===== config.mk =====
export PLATFORM = sky130hd
export DESIGN_NAME = sprite_frame_sequencer_core
export DESIGN_NICKNAME = d
export VERILOG_FILES = /design/src/sv/sfs_pkg.sv /design/src/sv/sfs_in_stage.sv /design/src/sv/sfs_update.sv /design/src/sv/sfs_out_stage.sv /design/src/sv/sprite_frame_sequencer_core.sv
export SDC_FILE = /design/constraint.sdc
export NUM_CORES = 1
export LEC_CHECK = 0
export BUFFER_PORTS_ARGS = -buffer_cell sky130_fd_sc_hd__buf_2
export CAP_MARGIN = 5
export CORE_ASPECT_RATIO = 1.1
export CORE_UTILIZATION = 25
export CTS_BUF_LIST = sky130_fd_sc_hd__clkbuf_8
export DETAILED_ROUTE_END_ITERATION = 12
export GPL_ROUTABILITY_DRIVEN = 0
export GPL_TIMING_DRIVEN = 1
export SLEW_MARGIN = 5
export SYNTH_ARGS = -nofsm -noshare
export SYNTH_HDL_FRONTEND = slang
export SYNTH_SLANG_ARGS = --single-unit
export TNS_END_PERCENT = 50

===== constraint.sdc =====
create_clock -name clk -period 9.5 [get_ports clk]
set_input_delay 1.9 -clock clk [delete_from_list [all_inputs] [get_ports clk]]
set_output_delay 1.9 -clock clk [all_outputs]
set_load 0.005 [all_outputs]

===== src/sv/sfs_pkg.sv =====
// Shared types, constants and codes of the sprite frame sequencer.
package sfs_pkg;

    // Frame storage limit; frame indexes are 8 bits wide in any case.
    localparam int MAX_FRAMES = 256;
    localparam int FRAME_LIMIT_INT = (MAX_FRAMES < 256) ? MAX_FRAMES : 256;
    localparam logic [8:0] FRAME_LIMIT = 9'(FRAME_LIMIT_INT);

    // Position: 9 integer bits (up to 256.0) and 16 fraction bits.
    localparam int POS_W = 25;
    // Step: Q8.8 speed times Q2.16 time, shifted right by 8.
    localparam int PROD_W = 34;
    localparam int DELTA_W = 26;
    // Moved position in two's complement.
    localparam int SUM_W = 28;

    localparam int CFG_IDX_W = 2;
    localparam int CFG_DATA_W = 16;
    localparam logic [CFG_IDX_W-1:0] CFG_FRAME_COUNT = 2'd0;
    localparam logic [CFG_IDX_W-1:0] CFG_ANIM_SPEED = 2'd1;
    localparam logic [CFG_IDX_W-1:0] CFG_REVERSE_MODE = 2'd2;
    localparam logic [CFG_IDX_W-1:0] CFG_EVENTS_ENABLED = 2'd3;

    localparam logic [8:0] FRAME_COUNT_RST = 9'd0;
    localparam logic [15:0] ANIM_SPEED_RST = 16'd4096;

    typedef enum logic [2:0] {
        OP_ADVANCE    = 3'd0,
        OP_GOTO_PLAY  = 3'd1,
        OP_GOTO_STOP  = 3'd2,
        OP_ARM_STOP   = 3'd3,
        OP_SET_PAUSE  = 3'd4,
        OP_SET_REPEAT = 3'd5,
        OP_SET_FRAME  = 3'd6
    } sfs_op_t;

    typedef struct packed {
        logic [8:0]  frame_count;
        logic [15:0] anim_speed;
        logic        reverse_mode;
        logic        events_enabled;
    } sfs_cfg_t;

    // Item as held in the input register, step already multiplied out.
    typedef struct packed {
        sfs_op_t            op;
        logic [DELTA_W-1:0] delta;
        logic               el_zero;
        logic [8:0]         goto_frame;
        logic               pause_value;
        logic signed [15:0] repeat_value;
    } sfs_item_t;

    typedef struct packed {
        logic       is_paused;
        logic       reached_target_event;
        logic       last_frame_event;
        logic       first_frame_event;
        logic       new_frame_event;
        logic [7:0] current_frame;
    } sfs_result_t;

endpackage


===== src/sv/sfs_in_stage.sv =====
// Input register: unpacks the item and registers the scaled time step.
module sfs_in_stage
(
    input  logic               clk,
    input  logic               rst_n,
    input  logic               s_tvalid,
    output logic               s_tready,
    input  logic [47:0]        s_tdata,
    input  logic [2:0]         s_tuser,
    input  logic [15:0]        anim_speed,
    input  logic               take,
    output logic               item_valid,
    output sfs_pkg::sfs_item_t item
);
    import sfs_pkg::*;

    logic              valid_reg;
    logic              valid_next;
    sfs_item_t         item_reg;
    sfs_item_t         item_next;
    logic [PROD_W-1:0] prod;
    logic [17:0]       el;
    logic [8:0]        tgt;

    assign el = s_tdata[17:0];
    assign tgt = s_tdata[26:18];
    assign prod = PROD_W'(anim_speed) * PROD_W'(el);
    assign s_tready = !valid_reg || take;

    always_comb
    begin
        item_next.op = sfs_op_t'(s_tuser);
        item_next.delta = prod[PROD_W-1:8];
        item_next.el_zero = (el == 18'd0);
        item_next.goto_frame = (tgt == 9'd0) ? 9'd0 : tgt - 9'd1;
        item_next.pause_value = s_tdata[27];
        item_next.repeat_value = s_tdata[43:28];
    end

    always_comb
    begin
        valid_next = valid_reg;
        if (s_tvalid && s_tready)
        begin
            valid_next = 1'b1;
        end
        else if (take)
        begin
            valid_next = 1'b0;
        end
    end

    always_ff @(posedge clk or negedge rst_n)
    begin
        if (!rst_n)
        begin
            valid_reg <= 1'b0;
        end
        else
        begin
            valid_reg <= valid_next;
        end
    end

    always_ff @(posedge clk)
    begin
        if (s_tvalid && s_tready)
        begin
            item_reg <= item_next;
        end
    end

    assign item_valid = valid_reg;
    assign item = item_reg;

endmodule


===== src/sv/sfs_update.sv =====
// Sequencer state and the next-state logic applied to one item per cycle while take is high.
module sfs_update
(
    input  logic                 clk,
    input  logic                 rst_n,
    input  logic                 take,
    input  sfs_pkg::sfs_item_t   item,
    input  sfs_pkg::sfs_cfg_t    cfg,
    output sfs_pkg::sfs_result_t result
);
    import sfs_pkg::*;

    logic [POS_W-1:0]   pos_reg;
    logic [POS_W-1:0]   pos_next;
    logic [7:0]         index_reg;
    logic [7:0]         index_next;
    logic signed [15:0] repeats_reg;
    logic signed [15:0] repeats_next;
    logic               paused_reg;
    logic               paused_next;
    logic [7:0]         target_reg;
    logic [7:0]         target_next;
    logic               armed_reg;
    logic               armed_next;

    logic [8:0]         n;
    logic [7:0]         size;
    logic [POS_W-1:0]   endpos;
    logic [POS_W-1:0]   pos_c;
    logic [SUM_W-1:0]   sum;
    logic               neg;
    logic [10:0]        raw;
    logic [7:0]         land;
    logic               go_ok;
    logic [7:0]         set_frame;
    logic               ev_new;
    logic               ev_first;
    logic               ev_last;
    logic               ev_target;
    logic               rep_pos;

    assign n = (cfg.frame_count > FRAME_LIMIT) ? FRAME_LIMIT : cfg.frame_count;
    assign size = 8'(n - 9'd1);
    assign endpos = {n, 16'd0};
    assign pos_c = (pos_reg > endpos) ? endpos : pos_reg;
    assign sum = cfg.reverse_mode ? SUM_W'(pos_c) - SUM_W'(item.delta)
                                  : SUM_W'(pos_c) + SUM_W'(item.delta);
    assign neg = sum[SUM_W-1];
    assign raw = neg ? 11'd0 : sum[26:16];
    assign land = ({1'b0, target_reg} < n) ? target_reg : size;
    assign go_ok = (item.goto_frame < n);
    assign rep_pos = !repeats_reg[15] && (repeats_reg != 16'sd0);

    always_comb
    begin
        if (n == 9'd0)
        begin
            set_frame = 8'd0;
        end
        else if (item.goto_frame >= n)
        begin
            set_frame = size;
        end
        else
        begin
            set_frame = item.goto_frame[7:0];
        end
    end

    always_comb
    begin
        pos_next = pos_reg;
        index_next = index_reg;
        repeats_next = repeats_reg;
        paused_next = paused_reg;
        target_next = target_reg;
        armed_next = armed_reg;
        ev_new = 1'b0;
        ev_first = 1'b0;
        ev_last = 1'b0;
        ev_target = 1'b0;
        case (item.op)
            OP_ADVANCE:
            begin
                if (!(n < 9'd2 || paused_reg || item.el_zero || repeats_reg == 16'sd0))
                begin
                    if (armed_reg && raw == {3'd0, target_reg})
                    begin
                        // Land on the target frame and pause there.
                        armed_next = 1'b0;
                        index_next = land;
                        pos_next = {1'b0, land, 16'd0};
                        paused_next = 1'b1;
                        ev_target = 1'b1;
                    end
                    else if (!cfg.reverse_mode && sum[26:0] >= 27'(endpos))
                    begin
                        pos_next = '0;
                        index_next = 8'd0;
                        ev_first = 1'b1;
                        if (rep_pos)
                        begin
                            repeats_next = repeats_reg - 16'sd1;
                        end
                    end
                    else if (cfg.reverse_mode && neg)
                    begin
                        pos_next = endpos;
                        index_next = size;
                        ev_last = 1'b1;
                        if (rep_pos)
                        begin
                            repeats_next = repeats_reg - 16'sd1;
                        end
                    end
                    else
                    begin
                        pos_next = sum[POS_W-1:0];
                        index_next = (raw > {3'd0, size}) ? size : raw[7:0];
                    end
                end
            end
            OP_GOTO_PLAY, OP_GOTO_STOP:
            begin
                if (go_ok)
                begin
                    // Keep the fractional position when already on that frame.
                    if (item.goto_frame[7:0] != index_reg)
                    begin
                        index_next = item.goto_frame[7:0];
                        pos_next = {item.goto_frame, 16'd0};
                    end
                    paused_next = 1'b0;
                end
                if (item.op == OP_GOTO_STOP)
                begin
                    paused_next = 1'b1;
                end
            end
            OP_ARM_STOP:
            begin
                if (go_ok)
                begin
                    target_next = item.goto_frame[7:0];
                    armed_next = 1'b1;
                    paused_next = 1'b0;
                end
            end
            OP_SET_PAUSE:
            begin
                paused_next = item.pause_value;
            end
            OP_SET_REPEAT:
            begin
                repeats_next = item.repeat_value;
            end
            OP_SET_FRAME:
            begin
                index_next = set_frame;
                pos_next = {1'b0, set_frame, 16'd0};
            end
            default:
            begin
                pos_next = pos_reg;
            end
        endcase
        if (index_next != index_reg)
        begin
            ev_new = 1'b1;
        end
    end

    always_comb
    begin
        result.current_frame = index_next;
        result.new_frame_event = ev_new && cfg.events_enabled;
        result.first_frame_event = ev_first && cfg.events_enabled;
        result.last_frame_event = ev_last && cfg.events_enabled;
        result.reached_target_event = ev_target && cfg.events_enabled;
        result.is_paused = paused_next;
    end

    always_ff @(posedge clk or negedge rst_n)
    begin
        if (!rst_n)
        begin
            pos_reg <= '0;
            index_reg <= 8'd0;
            repeats_reg <= -16'sd1;
            paused_reg <= 1'b0;
            target_reg <= 8'd0;
            armed_reg <= 1'b0;
        end
        else if (take)
        begin
            pos_reg <= pos_next;
            index_reg <= index_next;
            repeats_reg <= repeats_next;
            paused_reg <= paused_next;
            target_reg <= target_next;
            armed_reg <= armed_next;
        end
    end

`ifndef NO_ASSERTIONS
    a_hold_when_idle: assert property (@(posedge clk) disable iff (!rst_n)
        !take |=> $stable(pos_reg) && $stable(index_reg) && $stable(repeats_reg))
        else $error("state changed without an item");

    a_target_pauses: assert property (@(posedge clk) disable iff (!rst_n)
        take && ev_target |=> paused_reg && !armed_reg)
        else $error("reached target did not pause and disarm");

    a_one_wrap: assert property (@(posedge clk) disable iff (!rst_n)
        !(ev_first && ev_last) && !(ev_target && (ev_first || ev_last)))
        else $error("conflicting wrap and target events");

    a_forever_holds: assert property (@(posedge clk) disable iff (!rst_n)
        take && repeats_reg[15] && item.op != OP_SET_REPEAT
        |=> repeats_reg == $past(repeats_reg))
        else $error("endless repetition counter changed");
`endif

endmodule


===== src/sv/sfs_out_stage.sv =====
// Result register toward the output stream.
module sfs_out_stage
(
    input  logic                 clk,
    input  logic                 rst_n,
    input  logic                 item_valid,
    input  sfs_pkg::sfs_result_t result,
    output logic                 take,
    output logic                 m_tvalid,
    input  logic                 m_tready,
    output logic [15:0]          m_tdata
);
    import sfs_pkg::*;

    logic        valid_reg;
    logic        valid_next;
    sfs_result_t result_reg;

    // Move an item when the result register is free or being drained.
    assign take = item_valid && (!valid_reg || m_tready);

    always_comb
    begin
        valid_next = valid_reg;
        if (take)
        begin
            valid_next = 1'b1;
        end
        else if (m_tready)
        begin
            valid_next = 1'b0;
        end
    end

    always_ff @(posedge clk or negedge rst_n)
    begin
        if (!rst_n)
        begin
            valid_reg <= 1'b0;
        end
        else
        begin
            valid_reg <= valid_next;
        end
    end

    always_ff @(posedge clk)
    begin
        if (take)
        begin
            result_reg <= result;
        end
    end

    assign m_tvalid = valid_reg;
    assign m_tdata = {3'd0, result_reg};

endmodule


===== src/sv/sprite_frame_sequencer_core.sv =====
// Top level of the sprite frame sequencer: configuration registers and stages.
//
// Channel  Dir  Handshake             Payload
// s_       in   s_tvalid/s_tready     s_tdata, s_tuser (operation)
// m_       out  m_tvalid/m_tready     m_tdata (frame, events, pause flag)
// cfg_     in   cfg_valid/cfg_ready   cfg_index, cfg_data
//
// Sustained rate is one item per cycle unless the output stalls; an item passes
// the input register, then the result register. The step multiply precedes the
// input register; state update and result selection sit between both registers.
// rst_n clears state to frame 0, endless repetition, unpaused, no stop target.
// A stalled output holds the result register; the input register still takes
// one item while the result waits.
module sprite_frame_sequencer_core
(
    input  logic        clk,
    input  logic        rst_n,
    input  logic        s_tvalid,
    output logic        s_tready,
    // [17:0] elapsed_time, [26:18] target_frame, [27] pause_value,
    // [43:28] repeat_value, [47:44] zero
    input  logic [47:0] s_tdata,
    // [2:0] operation
    input  logic [2:0]  s_tuser,
    output logic        m_tvalid,
    input  logic        m_tready,
    // [7:0] current_frame, [8] new_frame_event, [9] first_frame_event,
    // [10] last_frame_event, [11] reached_target_event, [12] is_paused, [15:13] zero
    output logic [15:0] m_tdata,
    input  logic        cfg_valid,
    output logic        cfg_ready,
    input  logic [sfs_pkg::CFG_IDX_W-1:0]  cfg_index,
    input  logic [sfs_pkg::CFG_DATA_W-1:0] cfg_data
);
    import sfs_pkg::*;

    sfs_cfg_t    cfg_reg;
    sfs_cfg_t    cfg_next;
    sfs_item_t   item;
    sfs_result_t result;
    logic        item_valid;
    logic        take;

    assign cfg_ready = 1'b1;

    always_comb
    begin
        cfg_next = cfg_reg;
        if (cfg_valid && cfg_ready)
        begin
            case (cfg_index)
                CFG_FRAME_COUNT:    cfg_next.frame_count = cfg_data[8:0];
                CFG_ANIM_SPEED:     cfg_next.anim_speed = cfg_data;
                CFG_REVERSE_MODE:   cfg_next.reverse_mode = cfg_data[0];
                CFG_EVENTS_ENABLED: cfg_next.events_enabled = cfg_data[0];
                default:            cfg_next = cfg_reg;
            endcase
        end
    end

    always_ff @(posedge clk or negedge rst_n)
    begin
        if (!rst_n)
        begin
            cfg_reg.frame_count <= FRAME_COUNT_RST;
            cfg_reg.anim_speed <= ANIM_SPEED_RST;
            cfg_reg.reverse_mode <= 1'b0;
            cfg_reg.events_enabled <= 1'b1;
        end
        else
        begin
            cfg_reg <= cfg_next;
        end
    end

    sfs_in_stage u_in_stage
    (
        .clk        (clk),
        .rst_n      (rst_n),
        .s_tvalid   (s_tvalid),
        .s_tready   (s_tready),
        .s_tdata    (s_tdata),
        .s_tuser    (s_tuser),
        .anim_speed (cfg_reg.anim_speed),
        .take       (take),
        .item_valid (item_valid),
        .item       (item)
    );

    sfs_update u_update
    (
        .clk    (clk),
        .rst_n  (rst_n),
        .take   (take),
        .item   (item),
        .cfg    (cfg_reg),
        .result (result)
    );

    sfs_out_stage u_out_stage
    (
        .clk        (clk),
        .rst_n      (rst_n),
        .item_valid (item_valid),
        .result     (result),
        .take       (take),
        .m_tvalid   (m_tvalid),
        .m_tready   (m_tready),
        .m_tdata    (m_tdata)
    );

endmodule

# After elaboration in Yosys (flattened, before gate mapping)
# Cells that the tools add are included.
# Widths: inputs -> output; s select.
# word_totals
ff_bits,157
in_bits,74
elab_cells,151
output_inout_bits,19
# classes
n_addsub,5
eq_ne,19
mul,1
mux,54
reduce_logical,40
magnitude_cmp,8
# ops
cell,n
$mux 25,7
$mux 16,5
$mux 8,10
$pmux 25 s3,1
$mul 16x18->34,1
$pmux 16 s2,1
$mux 28,1
$add 25x26->27,1
$ge 27x25->1,1
$sub 25x26->27,1
$gt 25x25->1,1
$mux 1,24
$pmux 8 s3,1
$logic_not 18->1,1
$logic_not 9->1,2
$logic_not 16->1,1
$ne 8x8->1,2
$reduce_bool 16->1,1
$sub 16x2->16 const B,1
$reduce_and 5->1,3
$eq 11x8->1,1
$gt 11x8->1,1
$mux 11,1
$logic_and 1x1->1,10
27 further kinds,48

# Logic depth before layout (Yosys ltp)
# logic_depth
ltp_word,17
depth_mapped,44
ltp_nobuf,39

# Cells and area by module
# A second synthesis with hierarchy kept.
# hier_totals
hier_cells,2703
area_unflattened_um2,23204.8
# modules_own_cells
mod,area_per_inst_um2,cells_each,seq_area_each_um2,n_inst
sfs_in_stage,11648.7,1235,1706.6,1
sfs_update,10000.8,1385,1496.4,1
sprite_frame_sequencer_core,1094.8,62,678.2,1
sfs_out_stage,460.4,21,415.4,1

# Least setup slack after synthesis
# Ideal clock, no wire load.
# synth_path
kind,reg2reg
from,register cfg_reg[26] (netlist bit)
to,register u_out_stage.result_reg (netlist bit u_out_stage.m_tdata[8]) (data pin)
stages_incl_launch_ff,43
required_ns,9.233
path_slack_ns,0.782
period_less_slack_ns,8.718
n_path_buf,6
arrival_ns,8.450
setup_time_ns,0.267
path_cell_list,dfrtp_1 > inv_1 > clkbuf_1 > nand2_1 > ha_1 > and4_1 > buf_4 > a2111o_1 > nand2_1 > clkbuf_1 > clkbuf_1 > nand2_1 > ha_1 > fa_1 > inv_1 > a21oi_1 > maj3_1 > a221oi_1 > [7 not listed] > ha_1 > nor2b_1 > o21a_1 > o21ai_0 > nand2b_1 > a21oi_1 > nor2b_1 > o21ai_0 > nand2b_1 > a21oi_1 > nor2_1 > nor3_2 > clkbuf_1 > a21oi_1 > o211ai_1 > o22ai_1 > nor4_2 > a31oi_1
# synth_lines
element,line_no,text
"start, declared",sprite_frame_sequencer_core.sv:37,sfs_cfg_t cfg_reg;
"start signal, assigned",sprite_frame_sequencer_core.sv:72,cfg_reg <= cfg_next;
"end signal, assigned",sfs_out_stage.sv:51,result_reg <= result;
"end, declared",sfs_out_stage.sv:17,sfs_result_t result_reg;

# Worst setup path in the final report
# layout_path
from,register cfg_reg[26] (netlist bit)
to,register u_update.pos_reg[21]
# layout_via
elab_chain_len,12
word_cells_on_any_way,33
cone_classes,add/sub: 3; order compare: 7; eq/ne: 3; mux: 12; reduce/logical: 8
# layout_lines
element,line_no,text
$gt 9x9->1,sfs_update.sv:42,assign n = (cfg.frame_count > FRAME_LIMIT) ? FRAME_LIMIT : cfg.frame_count;
$mux 9 *,sfs_update.sv:42,
$gt 25x25->1,sfs_update.sv:45,assign pos_c = (pos_reg > endpos) ? endpos : pos_reg;
$mux 25,sfs_update.sv:45,
$add 25x26->27 / $sub 25x26->27 (equally long branches),"sfs_update.sv:47, sfs_update.sv:46",
$mux 28,sfs_update.sv:46,assign sum = cfg.reverse_mode ? SUM_W'(pos_c) - SUM_W'(item.delta)
$ge 27x25->1 (tied with other cells),sfs_update.sv:96,else if (!cfg.reverse_mode && sum[26:0] >= 27'(endpos))
$logic_and 1x1->1 (tied with other cells),sfs_update.sv:96,
$mux 25 / $logic_and 1x1->1 (equally long branches),"sfs_update.sv:96, sfs_update.sv:87",
$mux 25,sfs_update.sv:87,"if (armed_reg && raw == {3'd0, target_reg})"
$mux 25,sfs_update.sv:85,if (!(n < 9'd2 || paused_reg || item.el_zero || repeats_reg == 16'sd0))
$pmux 25 s3,sfs_update.sv:82,case (item.op)
"end signal, assigned",sfs_update.sv:196,pos_reg <= pos_next;
"end, declared",sfs_update.sv:13,logic [POS_W-1:0] pos_reg;
# Every way passes the cells marked *; elsewhere a longest branch is shown, timed or not. The select of a mux whose other input is x is not followed.
# A chain may end at the register's enable or synchronous reset.

==> results.json <==
{
  "critPathBufInv": 6,
  "syn_to_final_growth_pct": 12.1,
  "synth_edf_count": 69,
  "wl_met3_mm": 2.83,
  "ant_nets": 0,
  "slew_headroom_pct": 24.8,
  "worst_pin_slew_ns": 1.12,
  "fp.dieW_um": 281,
  "syn_inst": 2431,
  "ys_seq_area_share_pct": 20.0,
  "reg2reg_depth": 36,
  "yosysWarnings": 0,
  "io_pins": 93,
  "largest_register_ffs": 56,
  "met1Wirelength_mm": 25.9,
  "cp.arrival_ns": 9.47,
  "cts_tree": "yes",
  "initial_core_util_pct": 25.2,
  "die_area_mm2": 0.0869,
  "remaining_drc_errors": 0,
  "setup_tns_ns": 0,
  "run_status": "finished, final reports clean",
  "cts.sinks": 157,
  "min_from": "u_update.pos_reg[16]",
  "dr.pass1.iters": 8,
  "cts_max_path_buffers": 2,
  "crit_path_frequent_cell": "buf_4",
  "drive_gt1_share_pct": 13.7,
  "fmax_ghz": 0.111,
  "cp-start-kind": "flip-flop",
  "die_y_um": 309,
  "min_period_ns": 9.05,
  "io_buffer_count": 84,
  "cp.required_ns": 9.92,
  "path_clk_slew_ns": 0.10,
  "fin_nets": 3015,
  "cp-end-kind": "flip-flop",
  "vias_per_cell": 4.79,
  "worstSetupPathType": "flip-flop to flip-flop",
  "cap_viol_max_count": 0,
  "synth_cell_types": 113,
  "wl_per_cell_um": 16.1,
  "slew_viol_final": 0,
  "hpwl_mm": 47.6,
  "cts_buffers": 17,
  "rsz0062_at_grt": "no",
  "drtIter0Drc": 1079,
  "max_stage_delay_ns": 0.74,
  "synth_seq_cells": 157,
  "hold-path-cell-count": 2,
  "wl_mm": 59.2,
  "setup_viol": 0,
  "synth_ff_type": "dfrtp_1",
  "grt_pass1_vias": 17900,
  "crit_family": "simple AND/OR/NAND/NOR gates",
  "ctsHtreeMaxLevel": 4,
  "crit_slowest_cell": "a2111oi_1",
  "async_flop_share_pct": 56.1,
  "dr.max_layer_used": "met4",
  "vias": 17700,
  "grt_pass1_wl_mm": 95.6,
  "track_usage_pct": 13.9,
  "syn_area_per_cell_um2": 8.82,
  "met2WireLength_mm": 28.7,
  "core_mm2": 0.0849,
  "hold_class": "flip-flop to flip-flop",
  "cts_root_buf": "clkbuf_8",
  "finClkSkew_ns": 0.0237,
  "rows": 112,
  "period_share_pct": 95.2,
  "critPathMaxFanout": 7,
  "mappedNetlistArea_mm2": 0.0214,
  "hold-path-endpoint": "u_update.pos_reg[16]",
  "grt_max_degree": 57,
  "finalHoldViolCount": 0,
  "rrSetupSlack_ns": 0.45,
  "fillCellCount": 9172,
  "antenna_found_initial": 1,
  "grt-ovfl-total": 0,
  "r2r-start": "cfg_reg[26]",
  "r2r_end": "u_update.pos_reg[21]",
  "worstSkewPairLatency_ns": 0.56
}
## through the flow
step	hold WS [ns]	area, µm²	cells	worst slack, ns	utilization, %
after floorplan	0.450	21400	2433	0.782	-
after global placement	0.466	23600	3648	0.372	27.8
after detailed placement	0.485	23600	3648	0.386	27.8
after CTS	0.510	24000	3680	0.324	28.2
after global routing	0.554	24000	3686	0.0807	28.3
final	0.496	24000	3686	0.455	28.3
## worst min-delay path, cell delays in order, from the launching register on
cell and delay (ns):
dfrtp_1 0.36, nand2_1 0.05, o21ai_0 0.06
## placed cells by master, fill, tap and decap left out, types with 15 or more instances in the layout
| cell | Yosys | layout |
|---|---|---|
| nor2_1 | 154 | 154 |
| and2_1 | 113 | 112 |
| nor2b_1 | 23 | 23 |
| buf_4 | 15 | 115 |
| o22ai_1 | 17 | 17 |
| nor3_1 | 44 | 44 |
| dfrtp_1 | 70 | 70 |
| ha_1 | 186 | 186 |
| mux2_2 | 38 | 38 |
| a21oi_1 | 115 | 115 |
| a21o_1 | 20 | 20 |
| inv_1 | 316 | 315 |
| dfstp_2 | 18 | 18 |
| o21ai_0 | 101 | 101 |
| xnor2_1 | 45 | 45 |
| nand4_1 | 15 | 15 |
| edfxtp_1 | 69 | 69 |
| a22o_1 | 22 | 22 |
| nand2b_1 | 25 | 25 |
| clkbuf_8 | 0 | 17 |
| fa_1 | 223 | 223 |
| nand2_1 | 330 | 330 |
| o21a_1 | 23 | 23 |
| mux2i_1 | 21 | 21 |
| nand3_1 | 36 | 36 |
| buf_2 | 5 | 83 |
| xor2_1 | 22 | 22 |
## timing repair
item / 4_1_cts / 5_1_grt
hold buffers: 0 / 0
resized for setup: 0 / 5
buffers inserted: 0 / 5
endpoints found under the setup margin: 0 / 28
## layout make-up
type                       count  area [µm²]  area share, %
antenna                        1        2.50         0.0104
clock buffer                  17         234          0.974
clock inverter                15         153          0.635
inverter                     318        1200           4.98
multi-input combinational   1839       15400           64.2
sequential                   157        4300           17.9
tap                         1140        1430           5.94
timing repair buffer         199        1300           5.41
## cell usage after synthesis (6+ instances only)
| library cell | number | share of area (%) |
|---|---|---|
| a21oi_1 | 115 | 2.7 |
| and2_1 | 113 | 3.3 |
| o211ai_1 | 13 | 0.46 |
| a21o_1 | 20 | 0.70 |
| or3_1 | 14 | 0.41 |
| nor2_1 | 154 | 2.7 |
| o2111ai_1 | 9 | 0.37 |
| a21boi_0 | 6 | 0.21 |
| buf_4 | 15 | 0.53 |
| o21ai_1 | 7 | 0.16 |
| nand3_1 | 36 | 0.84 |
| mux2_2 | 38 | 2.0 |
| o22ai_1 | 17 | 0.50 |
| and3_1 | 7 | 0.20 |
| a31oi_1 | 14 | 0.41 |
| nor3_1 | 44 | 1.0 |
| a22o_1 | 22 | 0.90 |
| a222oi_1 | 8 | 0.37 |
| xnor2_1 | 45 | 1.8 |
| dfrtp_1 | 70 | 8.2 |
| o31ai_1 | 8 | 0.28 |
| nand2b_1 | 25 | 0.73 |
| o21a_1 | 23 | 0.81 |
| a211oi_1 | 12 | 0.42 |
| nand2_1 | 330 | 5.8 |
| ha_1 | 186 | 11 |
| o21ai_0 | 101 | 2.4 |
| xor2_1 | 22 | 0.90 |
| fa_1 | 223 | 21 |
| nor2b_1 | 23 | 0.67 |
| mux2i_1 | 21 | 0.98 |
| o21bai_1 | 10 | 0.35 |
| dfstp_2 | 18 | 2.2 |
| clkbuf_1 | 84 | 1.5 |
| edfxtp_1 | 69 | 9.7 |
| nand4_1 | 15 | 0.44 |
| or2_2 | 10 | 0.29 |
| inv_1 | 316 | 5.5 |
| nor4_1 | 14 | 0.41 |
| nand3b_1 | 8 | 0.28 |
## metal layers
metal	vias up	GRT usage, %
met3	95	2.21
met2	450	23.8
met1	8731	17.7
li1	8382	-
met5	-	0
met4	0	4.75
## cell families (layout without fill, tap and decap cells)
family	count (synthesis)	in the layout	synth area share, %
xor+xnor	69	69	2.89
other cells	2	5	0.0350
mux	59	59	2.98
flops	157	157	20.0
fa+ha+maj	414	414	31.9
buf+inv	437	549	8.22
simple gates	825	825	18.6
compound gates	468	468	15.3
## worst max-delay path by stage
| stage | startpoint | to | slack, ns | depth (start not counted) |
|---|---|---|---|---|
| finish | cfg_reg[26] | u_update.pos_reg[21] | 0.45 | 36 |
| floorplan | cfg_reg[26] | u_out_stage.m_tdata[8] | 0.78 | 42 |
| detailed placement | s_tdata[9] | u_in_stage.item[52] | 0.39 | 27 |
| CTS | cfg_reg[26] | u_update.pos_reg[21] | 0.32 | 36 |
| global placement | s_tdata[9] | u_in_stage.item[52] | 0.37 | 27 |
| global route | cfg_reg[26] | u_update.repeats_reg[10] | 0.08 | 38 |
Power is left out: the tool's default activity adds up to more than one toggle a clock period on the data nets, which glitch-free logic cannot reach.
